$ cat config.mk
export PLATFORM = sky130hd
export DESIGN_NAME = fir_lowpass_64_tap_top
export DESIGN_NICKNAME = d
export VERILOG_FILES = /design/src/hdl/fir64_pkg.sv /design/src/hdl/fir64_ram.sv /design/src/hdl/fir64_mac.sv /design/src/hdl/fir64_ctrl.sv /design/src/hdl/fir_lowpass_64_tap_top.sv
export SDC_FILE = /design/constraint.sdc
export NUM_CORES = 2
export LEC_CHECK = 0
export CAP_MARGIN = 15
export CORE_ASPECT_RATIO = 0.9
export CORE_MARGIN = 10
export CORE_UTILIZATION = 50
export CTS_BUF_LIST = sky130_fd_sc_hd__clkbuf_2
export CTS_CLUSTER_DIAMETER = 40
export DETAILED_ROUTE_END_ITERATION = 8
export DONT_BUFFER_PORTS = 1
export PLACE_DENSITY = 0.68
export SYNTH_ARGS = -nofsm -noshare
export SYNTH_HDL_FRONTEND = slang
export SYNTH_SLANG_ARGS = --single-unit
export TNS_END_PERCENT = 100
$ cat constraint.sdc
create_clock -name clk -period 14.6 [get_ports clk]
set_clock_uncertainty 0.1 [all_clocks]
set_input_delay 2.92 -clock clk [delete_from_list [all_inputs] [get_ports clk]]
set_output_delay 2.92 -clock clk [all_outputs]
set_load 0.02 [all_outputs]
$ cat src/hdl/fir64_pkg.sv
// Shared types, constants and coefficient table for the 64-tap low-pass FIR.
// No dependencies; used by every module of the filter except fir64_ram.
`default_nettype none

package fir64_pkg;

    localparam int SAMPLE_WIDTH_DEF = 20;
    localparam int IN_W             = 20;
    localparam int OUT_W            = 21;
    localparam int S_TDATA_W        = 24;
    localparam int M_TDATA_W        = 24;
    localparam int TAP_COUNT        = 64;
    localparam int HIST_DEPTH       = TAP_COUNT - 1;
    localparam int TAP_IDX_W        = $clog2(TAP_COUNT);
    localparam int HIST_ADDR_W      = $clog2(HIST_DEPTH);
    localparam int CNT_W            = $clog2(HIST_DEPTH + 1);
    localparam int COEF_W           = 13;
    localparam int PROD_SHIFT       = 8;

    // index 0 weights the oldest sample, the last index the newest
    localparam logic signed [COEF_W-1:0] COEF_TABLE [TAP_COUNT] = '{
        -13'sd30,   -13'sd56,   -13'sd85,   -13'sd115,
        -13'sd145,  -13'sd176,  -13'sd206,  -13'sd233,
        -13'sd257,  -13'sd278,  -13'sd292,  -13'sd301,
        -13'sd300,  -13'sd293,  -13'sd275,  -13'sd247,
        -13'sd207,  -13'sd156,  -13'sd93,   -13'sd18,
        13'sd70,    13'sd170,   13'sd282,   13'sd406,
        13'sd540,   13'sd683,   13'sd834,   13'sd990,
        13'sd1152,  13'sd1315,  13'sd1479,  13'sd1641,
        13'sd1799,  13'sd1950,  13'sd2092,  13'sd2223,
        13'sd2342,  13'sd2444,  13'sd2531,  13'sd2599,
        13'sd2648,  13'sd2676,  13'sd2685,  13'sd2671,
        13'sd2638,  13'sd2585,  13'sd2512,  13'sd2422,
        13'sd2316,  13'sd2196,  13'sd2064,  13'sd1922,
        13'sd1773,  13'sd1619,  13'sd1464,  13'sd1309,
        13'sd1157,  13'sd1011,  13'sd871,   13'sd741,
        13'sd623,   13'sd518,   13'sd438,   13'sd462
    };

    typedef enum logic [1:0] {
        ST_IDLE,
        ST_RUN,
        ST_DRAIN
    } fir64_state_t;

    typedef struct packed {
        logic                 valid;
        logic                 first;
        logic                 last;
        logic                 zero;
        logic [TAP_IDX_W-1:0] tap;
    } fir64_issue_t;

    typedef struct packed {
        logic         take;
        fir64_issue_t issue;
    } fir64_mac_ctl_t;

endpackage

`default_nettype wire

$ cat src/hdl/fir64_ram.sv
// Generic single-write, single-read RAM with registered read data.
// No dependencies.
`default_nettype none

module fir64_ram #(
    parameter int WIDTH = 8,
    parameter int DEPTH = 64
) (
    input  wire logic                     clk,
    input  wire logic                     we,
    input  wire logic [$clog2(DEPTH)-1:0] waddr,
    input  wire logic [WIDTH-1:0]         wdata,
    input  wire logic [$clog2(DEPTH)-1:0] raddr,
    output logic      [WIDTH-1:0]         rdata
);

    logic [WIDTH-1:0] mem [DEPTH];

    always_ff @(posedge clk)
    begin
        if (we)
        begin
            mem[waddr] <= wdata;
        end
        rdata <= mem[raddr];
    end

endmodule

`default_nettype wire

$ cat src/hdl/fir64_mac.sv
// Shared multiply-accumulate unit: one tap per cycle, three-stage pipeline.
// Depends on fir64_pkg; fed by fir64_ctrl and the history RAM.
`default_nettype none

module fir64_mac
    import fir64_pkg::*;
#(
    parameter int SAMPLE_WIDTH = SAMPLE_WIDTH_DEF
) (
    input  wire logic                    clk,
    input  wire logic                    rst_n,
    input  wire fir64_mac_ctl_t          ctl,
    input  wire logic [SAMPLE_WIDTH-1:0] hist_data,
    input  wire logic [SAMPLE_WIDTH-1:0] sample,
    output logic                         res_valid,
    output logic [OUT_W-1:0]             result
);

    localparam int PROD_W = SAMPLE_WIDTH + COEF_W;
    localparam int SH_W   = PROD_W - PROD_SHIFT;
    localparam int SUM_W  = SH_W + TAP_IDX_W;
    localparam int ACC_W  = (SUM_W > OUT_W + PROD_SHIFT) ? SUM_W : OUT_W + PROD_SHIFT;

    fir64_issue_t              a_iss_reg;
    logic signed [SAMPLE_WIDTH-1:0] operand;
    logic signed [COEF_W-1:0]  coef;
    logic signed [PROD_W-1:0]  prod_next;
    logic signed [PROD_W-1:0]  b_prod_reg;
    logic                      b_valid_reg;
    logic                      b_first_reg;
    logic                      b_last_reg;
    logic signed [ACC_W-1:0]   acc_add;
    logic signed [ACC_W-1:0]   acc_reg;
    logic signed [ACC_W-1:0]   acc_next;
    logic                      res_valid_reg;
    logic                      res_valid_next;

    always_comb
    begin
        if (a_iss_reg.last)
        begin
            operand = $signed(sample);
        end
        else if (a_iss_reg.zero)
        begin
            operand = '0;
        end
        else
        begin
            operand = $signed(hist_data);
        end
        coef      = COEF_TABLE[a_iss_reg.tap];
        prod_next = operand * coef;
    end

    // floor shift of each product, sign-extended to accumulator width
    assign acc_add = ACC_W'($signed(b_prod_reg[PROD_W-1:PROD_SHIFT]));

    always_comb
    begin
        acc_next       = acc_reg;
        res_valid_next = res_valid_reg;
        if (b_valid_reg)
        begin
            acc_next = (b_first_reg ? ACC_W'(0) : acc_reg) + acc_add;
            if (b_last_reg)
            begin
                res_valid_next = 1'b1;
            end
        end
        if (ctl.take)
        begin
            res_valid_next = 1'b0;
        end
    end

    always_ff @(posedge clk or negedge rst_n)
    begin
        if (!rst_n)
        begin
            a_iss_reg     <= '0;
            b_valid_reg   <= 1'b0;
            res_valid_reg <= 1'b0;
        end
        else
        begin
            a_iss_reg     <= ctl.issue;
            b_valid_reg   <= a_iss_reg.valid;
            res_valid_reg <= res_valid_next;
        end
    end

    always_ff @(posedge clk)
    begin
        b_prod_reg  <= prod_next;
        b_first_reg <= a_iss_reg.first;
        b_last_reg  <= a_iss_reg.last;
        acc_reg     <= acc_next;
    end

    assign res_valid = res_valid_reg;
    assign result    = acc_reg[OUT_W+PROD_SHIFT-1:PROD_SHIFT];

endmodule

`default_nettype wire

$ cat src/hdl/fir64_ctrl.sv
// Sequencer: steps the MAC through all taps, owns history pointers and fill count.
// Depends on fir64_pkg; drives fir64_mac and the history RAM.
`default_nettype none

module fir64_ctrl
    import fir64_pkg::*;
(
    input  wire logic             clk,
    input  wire logic             rst_n,
    input  wire logic             s_tvalid,
    output logic                  s_tready,
    input  wire logic             res_valid,
    input  wire logic             out_free,
    output logic                  load,
    output fir64_mac_ctl_t        ctl,
    output logic [HIST_ADDR_W-1:0] raddr,
    output logic                  we,
    output logic [HIST_ADDR_W-1:0] waddr
);

    localparam int SUM_W = ((TAP_IDX_W > CNT_W) ? TAP_IDX_W : CNT_W) + 1;

    fir64_state_t           state_reg, state_next;
    logic [TAP_IDX_W-1:0]   idx_reg, idx_next;
    logic [HIST_ADDR_W-1:0] rd_addr_reg, rd_addr_next;
    logic [HIST_ADDR_W-1:0] head_reg, head_next;
    logic [CNT_W-1:0]       count_reg, count_next;
    logic [SUM_W-1:0]       age_sum;
    logic                   is_last;

    // entry of oldest-first index i holds a real sample once i + count >= depth
    assign age_sum = SUM_W'(idx_reg) + SUM_W'(count_reg);
    assign is_last = (idx_reg == TAP_IDX_W'(TAP_COUNT - 1));

    always_comb
    begin
        state_next   = state_reg;
        idx_next     = idx_reg;
        rd_addr_next = rd_addr_reg;
        head_next    = head_reg;
        count_next   = count_reg;
        s_tready     = 1'b0;
        load         = 1'b0;
        we           = 1'b0;
        ctl          = '0;
        case (state_reg)
            ST_IDLE:
            begin
                s_tready = 1'b1;
                if (s_tvalid)
                begin
                    idx_next     = '0;
                    rd_addr_next = head_reg;
                    state_next   = ST_RUN;
                end
            end
            ST_RUN:
            begin
                ctl.issue.valid = 1'b1;
                ctl.issue.first = (idx_reg == '0);
                ctl.issue.last  = is_last;
                ctl.issue.zero  = !is_last && (age_sum < SUM_W'(HIST_DEPTH));
                ctl.issue.tap   = idx_reg;
                rd_addr_next    = (rd_addr_reg == HIST_ADDR_W'(HIST_DEPTH - 1))
                                  ? '0 : rd_addr_reg + 1'b1;
                idx_next        = idx_reg + 1'b1;
                if (is_last)
                begin
                    state_next = ST_DRAIN;
                end
            end
            ST_DRAIN:
            begin
                if (res_valid && out_free)
                begin
                    load      = 1'b1;
                    ctl.take  = 1'b1;
                    we        = 1'b1;
                    head_next = (head_reg == HIST_ADDR_W'(HIST_DEPTH - 1))
                                ? '0 : head_reg + 1'b1;
                    if (count_reg != CNT_W'(HIST_DEPTH))
                    begin
                        count_next = count_reg + 1'b1;
                    end
                    state_next = ST_IDLE;
                end
            end
            default:
            begin
                state_next = ST_IDLE;
            end
        endcase
    end

    always_ff @(posedge clk or negedge rst_n)
    begin
        if (!rst_n)
        begin
            state_reg   <= ST_IDLE;
            idx_reg     <= '0;
            rd_addr_reg <= '0;
            head_reg    <= '0;
            count_reg   <= '0;
        end
        else
        begin
            state_reg   <= state_next;
            idx_reg     <= idx_next;
            rd_addr_reg <= rd_addr_next;
            head_reg    <= head_next;
            count_reg   <= count_next;
        end
    end

    assign raddr = rd_addr_reg;
    assign waddr = head_reg;

endmodule

`default_nettype wire

$ cat src/hdl/fir_lowpass_64_tap_top.sv
// Top level of the 64-tap low-pass FIR: stream ports, sample and output registers.
// Depends on fir64_pkg, fir64_ram, fir64_mac and fir64_ctrl.
//
// One sample in, one filtered word out. A single multiplier walks the 63-entry
// history RAM (one read port, one tap per cycle) and then the new sample. m_tvalid
// rises once every tap has passed the MAC pipeline (issue, product and accumulator
// registers) and the result is loaded into the output register. s_tready is low
// while a word is in work and rises again once the result is in the output
// register, so a new word is taken only after the last one has left the MAC. If
// the output register still holds an unread word, the result waits in the MAC and
// the input stays blocked until the output register frees up. History reads as
// zero after reset through a fill count; no clearing pass is needed.
`default_nettype none

module fir_lowpass_64_tap_top
    import fir64_pkg::*;
#(
    parameter int SAMPLE_WIDTH = SAMPLE_WIDTH_DEF
) (
    input  wire logic                 clk,
    input  wire logic                 rst_n,
    input  wire logic                 s_tvalid,
    output logic                      s_tready,
    input  wire logic [S_TDATA_W-1:0] s_tdata,   // [19:0] sample
    output logic                      m_tvalid,
    input  wire logic                 m_tready,
    output logic      [M_TDATA_W-1:0] m_tdata    // [20:0] filtered
);

    logic [SAMPLE_WIDTH-1:0] sample_reg;
    logic [SAMPLE_WIDTH-1:0] hist_data;
    logic [HIST_ADDR_W-1:0]  raddr;
    logic [HIST_ADDR_W-1:0]  waddr;
    logic                    we;
    logic                    load;
    logic                    res_valid;
    logic                    out_free;
    logic [OUT_W-1:0]        result;
    fir64_mac_ctl_t          ctl;
    logic                    out_valid_reg, out_valid_next;
    logic [OUT_W-1:0]        out_data_reg;

    assign out_free = !out_valid_reg || m_tready;

    fir64_ctrl u_ctrl (
        .clk       (clk),
        .rst_n     (rst_n),
        .s_tvalid  (s_tvalid),
        .s_tready  (s_tready),
        .res_valid (res_valid),
        .out_free  (out_free),
        .load      (load),
        .ctl       (ctl),
        .raddr     (raddr),
        .we        (we),
        .waddr     (waddr)
    );

    fir64_ram #(
        .WIDTH (SAMPLE_WIDTH),
        .DEPTH (HIST_DEPTH)
    ) u_hist (
        .clk   (clk),
        .we    (we),
        .waddr (waddr),
        .wdata (sample_reg),
        .raddr (raddr),
        .rdata (hist_data)
    );

    fir64_mac #(
        .SAMPLE_WIDTH (SAMPLE_WIDTH)
    ) u_mac (
        .clk       (clk),
        .rst_n     (rst_n),
        .ctl       (ctl),
        .hist_data (hist_data),
        .sample    (sample_reg),
        .res_valid (res_valid),
        .result    (result)
    );

    always_comb
    begin
        out_valid_next = out_valid_reg;
        if (load)
        begin
            out_valid_next = 1'b1;
        end
        else if (m_tready)
        begin
            out_valid_next = 1'b0;
        end
    end

    always_ff @(posedge clk or negedge rst_n)
    begin
        if (!rst_n)
        begin
            out_valid_reg <= 1'b0;
        end
        else
        begin
            out_valid_reg <= out_valid_next;
        end
    end

    always_ff @(posedge clk)
    begin
        if (s_tvalid && s_tready)
        begin
            sample_reg <= s_tdata[SAMPLE_WIDTH-1:0];
        end
        if (load)
        begin
            out_data_reg <= result;
        end
    end

    assign m_tvalid = out_valid_reg;
    assign m_tdata  = {{(M_TDATA_W - OUT_W){1'b0}}, out_data_reg};

endmodule

`default_nettype wire

# Yosys cells after proc, flatten, opt, wreduce, memory -nomap -nowiden
# Memories as Yosys holds them, arrays and structs flattened. A register that Yosys moved wholly into a read port is not among the register bits.
# Cells that the tools add are included.
# W data, S select, Z words.
dict set report op_classes {
  reduce_logical 17
  mux 26
  eq_ne 9
  n_addsub 6
  n_bitwise 1
  order_cmp 2
  mul 1
}
# op n
set op_table {}
lappend op_table {{$mux W20} 2}
lappend op_table {{$mul A20 B13 Y33} 1}
lappend op_table {{$add A31 B25 Y31} 1}
lappend op_table {{$mux W31} 1}
lappend op_table {{$mux W13} 2}
lappend op_table {{$add A6 B1 Y6 const B} 4}
lappend op_table {{$mux W6} 4}
lappend op_table {{$pmux W6 S2} 2}
lappend op_table {{$eq A6 B6 Y1 const B} 3}
lappend op_table {{$mux W1} 10}
lappend op_table {{$mux W10} 1}
lappend op_table {{$reduce_bool A2 Y1} 4}
lappend op_table {{$add A6 B6 Y7} 1}
lappend op_table {{$ge A7 B7 Y1 const B} 1}
lappend op_table {{$lt A7 B6 Y1 const B} 1}
lappend op_table {{$not A6 Y7} 1}
lappend op_table {{$logic_not A6 Y1} 1}
lappend op_table {{$mux W2} 3}
lappend op_table {{$ne A6 B6 Y1 const B} 1}
lappend op_table {{$pmux W2 S3} 1}
lappend op_table {{$reduce_and A2 Y1} 3}
lappend op_table {{$reduce_and A3 Y1} 2}
lappend op_table {{$ne A2 B1 Y1 const B} 2}
lappend op_table {{$logic_and A1 B1 Y1} 3}
lappend op_table {{other kinds (6)} 7}
dict set report totals {
  memories 2
  regBits 146
  ram_bits 1260
  word_cells 83
  input_bits 28
  output_inout_bits 26
  rom_bits 832
}
# name words width read_ports rd_ports_with_merged_regs write_ports line_no
set mem_list {}
lappend mem_list {u_hist.mem 63 20 1 1 1 fir64_ram.sv:17} ;# logic [WIDTH-1:0] mem [DEPTH];
lappend mem_list {{(no name shown)} 64 13 1 0 0 fir64_mac.sv:52} ;# coef = COEF_TABLE[a_iss_reg.tap];

# Longest topological paths before layout
dict set report logic_depth {
  ltp_word 7
  ltp_mapped 33
  mapped_depth_nobuf 30
}

# Hierarchy
# A second synthesis with hierarchy kept.
dict set report unflattened {
  cells_unflattened 3966
  hier_area_um2 65404.0
}
# mod seq_area_each_um2 cells_each area_per_inst_um2 n_inst
set by_module_without_submodules {}
lappend by_module_without_submodules {fir64_ram 38236.7 2232 48878.1 1}
lappend by_module_without_submodules {fir64_mac 1711.6 1515 13599.3 1}
lappend by_module_without_submodules {fir64_ctrl 650.6 170 1615.3 1}
lappend by_module_without_submodules {fir_lowpass_64_tap_top 1256.2 49 1311.3 1}

# Least setup slack after synthesis
# OpenSTA, ideal clock, no wires.
dict set report synth_path {
  kind {flip-flop to flip-flop}
  start {register u_mac.a_iss_reg[1] (netlist name)}
  end {register u_mac.b_prod_reg[25]}
  required_ns 14.414
  arrival_ns 7.402
  slack_ns 7.013
  synth_period_minus_slack_ns 7.587
  n_path_buf 4
  setup_ns 0.086
  stages_incl_launch_ff 31
  cell_sequence {dfrtp_1 -> buf_2 -> inv_1 -> ha_1 -> clkbuf_2 -> nand2b_1 -> nand2_1 -> o2111ai_1 -> o41a_1 -> clkbuf_1 -> buf_1 -> nor2_1 -> fa_1 -> inv_1 -> fa_1 -> inv_1 -> fa_1 -> fa_1 -> fa_1 -> inv_1 -> fa_1 -> inv_1 -> ha_1 -> a21o_1 -> a211oi_1 -> o21a_1 -> o21ai_0 -> nand3_2 -> or2b_2 -> mux2i_1 -> a211oi_1}
}
dict set report synth_between {
  elab_chain_cells 5
}
# element line_no
set synth_rtl {}
lappend synth_rtl {{from (decl)} fir64_mac.sv:24} ;# fir64_issue_t a_iss_reg;
lappend synth_rtl {{from (signal assigned)} fir64_mac.sv:87} ;# a_iss_reg <= ctl.issue;
lappend synth_rtl {{$not A6 Y7 (not written as such)} fir64_mac.sv:52}
lappend synth_rtl {{$mem_v2 Z64 W13} --}
lappend synth_rtl {{$mux W13 (not written as such) (2 in series)} fir64_mac.sv:52}
lappend synth_rtl {{$mul A20 B13 Y33} fir64_mac.sv:53} ;# prod_next = operand * coef;
lappend synth_rtl {{via u_mac.prod_next[25]} fir64_mac.sv:27} ;# logic signed [PROD_W-1:0] prod_next;
lappend synth_rtl {{to (signal assigned)} fir64_mac.sv:95} ;# b_prod_reg <= prod_next;
lappend synth_rtl {{to (decl)} fir64_mac.sv:28} ;# logic signed [PROD_W-1:0] b_prod_reg;
# The timed path passes the listed nets, and every way through them passes these cells. The select of a mux whose other input is x is not followed.
# A chain may end at the register's enable or synchronous reset.

# Worst setup path in the final report
dict set report layout_path {
  start {register u_mac.a_iss_reg[1] (netlist name)}
  end {register u_mac.b_prod_reg[30]}
}
# Same word-level chain as after synthesis.

==> impl_metrics.toml <==
[synthesis]
synth_ff_type = "edfxtp_1"
synth_edf_count = 1330
synthCells = 3706
ys_seq_area_share_pct = 64.33
synth.avg_cell_area_um2 = 17.56
yosysTopAreaCellShare_pct = 61.38
synth_warnings = 0
async_flop_share_pct = 2.754
yosysTopAreaCell = "edfxtp_1"
netlist_area_mm2 = 0.06507
yosysUniqueCellTypes = 89
yosys-top-cells-area = "edfxtp_1, mux4_2, fa_1, ha_1, dfrtp_1"
ys_ff_latch = 1416

[clock_network]
cts_tree = "done"
cts_made_buffers = 356
clk_latency_ns = 1.68
root_buffer = "clkbuf_2"
ctsHtreeMaxLevel = 5
ctsResizeCount = 0
cts_sinks = 1416
clock_path_buffers = 4
post_cts_buffers = 0
clk_pin_slew_ns = 0.11
cts_hold_buf = 0

[layout]
fin_util_pct = 54.41
drive_gt1_share_pct = 26.39
area_delta_synth_final_pct = 8.032
largest_reg_flops = 1260
num-nets-final = 4363

[floorplanning]
core_mm2 = 0.1292
initial_core_util_pct = 50.37
fp.dieH_um = 362.2
io_pins = 54
die_area_mm2 = 0.1450
die_w_um = 400.3
placement_rows = 125

[power_and_ir_drop]
power_mw = 13.81
p_switching_mw = 5.449
combPwrFrac_pct = 46.8
pwr-share-clk_pct = 18.0
p_leak_nw = 25.02
swShare_pct = 39.46
p_per_area_mw_per_mm2 = 196.5
p_int_mw = 8.361
vdd_drop_max_uv = 189.5
seqPwrFrac_pct = 35.2

[setup_path]
max_stage_delay_ns = 0.75
critPathMaxFanout = 17
path_class = "reg2reg"
cp_slowest_cell = "dfrtp_1"
critical_path_required_ns = 15.92
start_kind = "flip-flop"
reg2regPathDepth = 27
worstPathArrival_ns = 10.08
worstSetupEndpointType = "flip-flop"

[global_routing]
grt_max_degree = 146
first_global_vias = 35970
grt-ovfl-total = 0
grt_pass1_wl_um = 228800
antenna_found_initial = 9
track_usage_pct = 21.16

[timing]
fmax_mhz = 114.2
report.final.slew_viol_count = 0
hold_viol = 0
rsz0062_at_grt = "false"
finalSetupViolCount = 0
finalSetupTns_ns = 0
min_period_ns = 8.760
tightest_slew_ns = 1.072
slew_headroom_pct = 28.53
period_share_pct = 60.00

[route]
drt_pre_antenna_iters = 5
antenna_left = 0
wl_um = 152600
vias = 34730
wl_per_cell_um = 25.76
vias_per_cell = 5.863
first_iter_violations = 3707
drc = 0

[place]
dp_hpwl_um = 90030
gp_routability_congestion = 0.8790
numPortBuffers = 0

[min_path]
worst_hold_path_type = "reg2reg"
whs_path_depth = 0

[job]
maxCapViolCount = 0

[run_status]
outcome = "completed"
layout by cell type, fill, tap and decap left out, drive strengths merged, types with 7 or more instances in the layout:
cell	n
fa	240
nand2	233
mux2i	35
o31ai	8
clkinv	78
nor2	222
ha	125
o211ai	11
o21bai	7
a21oi	71
a22o	21
buf	91
and2	21
o21ai	95
and3	15
edfxtp	1330
a21o	41
o21a	12
nand2b	21
nand4	14
dfxtp	47
mux4	391
a211oi	16
inv	264
nor3	15
nand3	24
xor2	24
nor2b	39
xnor2	44
clkbuf	505
a31oi	11
dfrtp	39
a22oi	22
path summary, 6_finish.rpt:
kind / start / slack, ns / end
worst max-delay path: u_mac.a_iss_reg[1] / 5.84 / u_mac.b_prod_reg[30]
worst min-delay path: u_mac.a_iss_reg[9] / 0.26 / u_mac.b_valid_reg
worst max register to register: u_mac.a_iss_reg[1] / 5.84 / u_mac.b_prod_reg[30]
worst min register to register: u_mac.a_iss_reg[9] / 0.26 / u_mac.b_valid_reg
max in group asynchronous: rst_n / 13.27 / u_ctrl.idx_reg[4]
min in group asynchronous: rst_n / 0.91 / u_ctrl.raddr[0]
cell type report:
type / instances / area, um2
diodes: 3 / 7.507
clock buffers: 505 / 2527
clock inverters: 89 / 432.9
fillers: 10330 / 58890
inverters: 257 / 964.7
multi-input cells: 1848 / 21640
flip-flops and latches: 1416 / 41870
well taps: 1714 / 2145
repair buffers: 91 / 708.2
synth_stat cells (all sizes together), types with 14 or more instances:
cell type and count:
a211oi 16, a21o 41, a21oi 71, a22o 21, a22oi 22, and2 21
and3 15, buf 78, clkbuf 106, dfrtp 39, dfxtp 47, edfxtp 1330
fa 240, ha 125, inv 257, mux2i 35, mux4 391, nand2 233
nand2b 21, nand3 24, nand4 14, nor2 222, nor2b 39, nor3 15
o21ai 95, xnor2 44, xor2 24
critical path, delay by kind of cell (launching register included):
family	cells	cell delay [ns]
xor gates and xnor gates	1	0.15
and+or+nand+nor	8	1.78
DFF	1	0.75
adders and majority gates	8	3.55
buffers and inverters	4	0.37
AOI/OAI and AO/OA	6	1.97
kinds of logic (layout without fill, tap and decap cells):
| family | Yosys count | after routing | share of synthesized area, % |
|---|---|---|---|
| and+or+nand+nor | 636 | 636 | 4.411 |
| muxes | 427 | 427 | 14.09 |
| DFF | 1416 | 1416 | 64.33 |
| buffers and inverters | 444 | 942 | 2.896 |
| adders and majority gates | 365 | 365 | 9.788 |
| xor gates and xnor gates | 68 | 68 | 0.9153 |
| other | 1 | 6 | 0.005763 |
| AOI/OAI and AO/OA | 349 | 349 | 3.569 |
power groups by stage:
| stage | sequential, mW | clock, mW | combinational [mW] |
|---|---|---|---|
| after floorplan | 4.82 | 0 | 5.03 |
| after global placement | 4.95 | 0 | 6.39 |
| after detailed placement | 4.95 | 0 | 6.44 |
| after CTS | 4.86 | 2.56 | 6.48 |
| after global routing | 4.88 | 2.78 | 7.07 |
| final | 4.85 | 2.49 | 6.47 |
routing by layer:
| layer | track usage [%] | up-vias | wire length, um |
|---|---|---|---|
| li1 | - | 14930 | - |
| met1 | 29.39 | 17960 | 62980 |
| met2 | 32.89 | 1612 | 71460 |
| met3 | 5.225 | 227 | 14340 |
| met4 | 7.044 | 4 | 3780 |
| met5 | 0 | - | 23 |
metrics by stage:
stage	setup WS, ns	hold WS [ns]	instances	instance area, um2
after global routing	5.423	0.2797	5921	70290
after CTS	5.982	0.2611	5920	70290
final	5.840	0.2595	5923	70290
after global placement	5.992	0.2268	5326	67330
after floorplan	7.013	0.2242	3708	65070
after detailed placement	6.039	0.2341	5326	67330
Power figures use the tool's default switching activity.
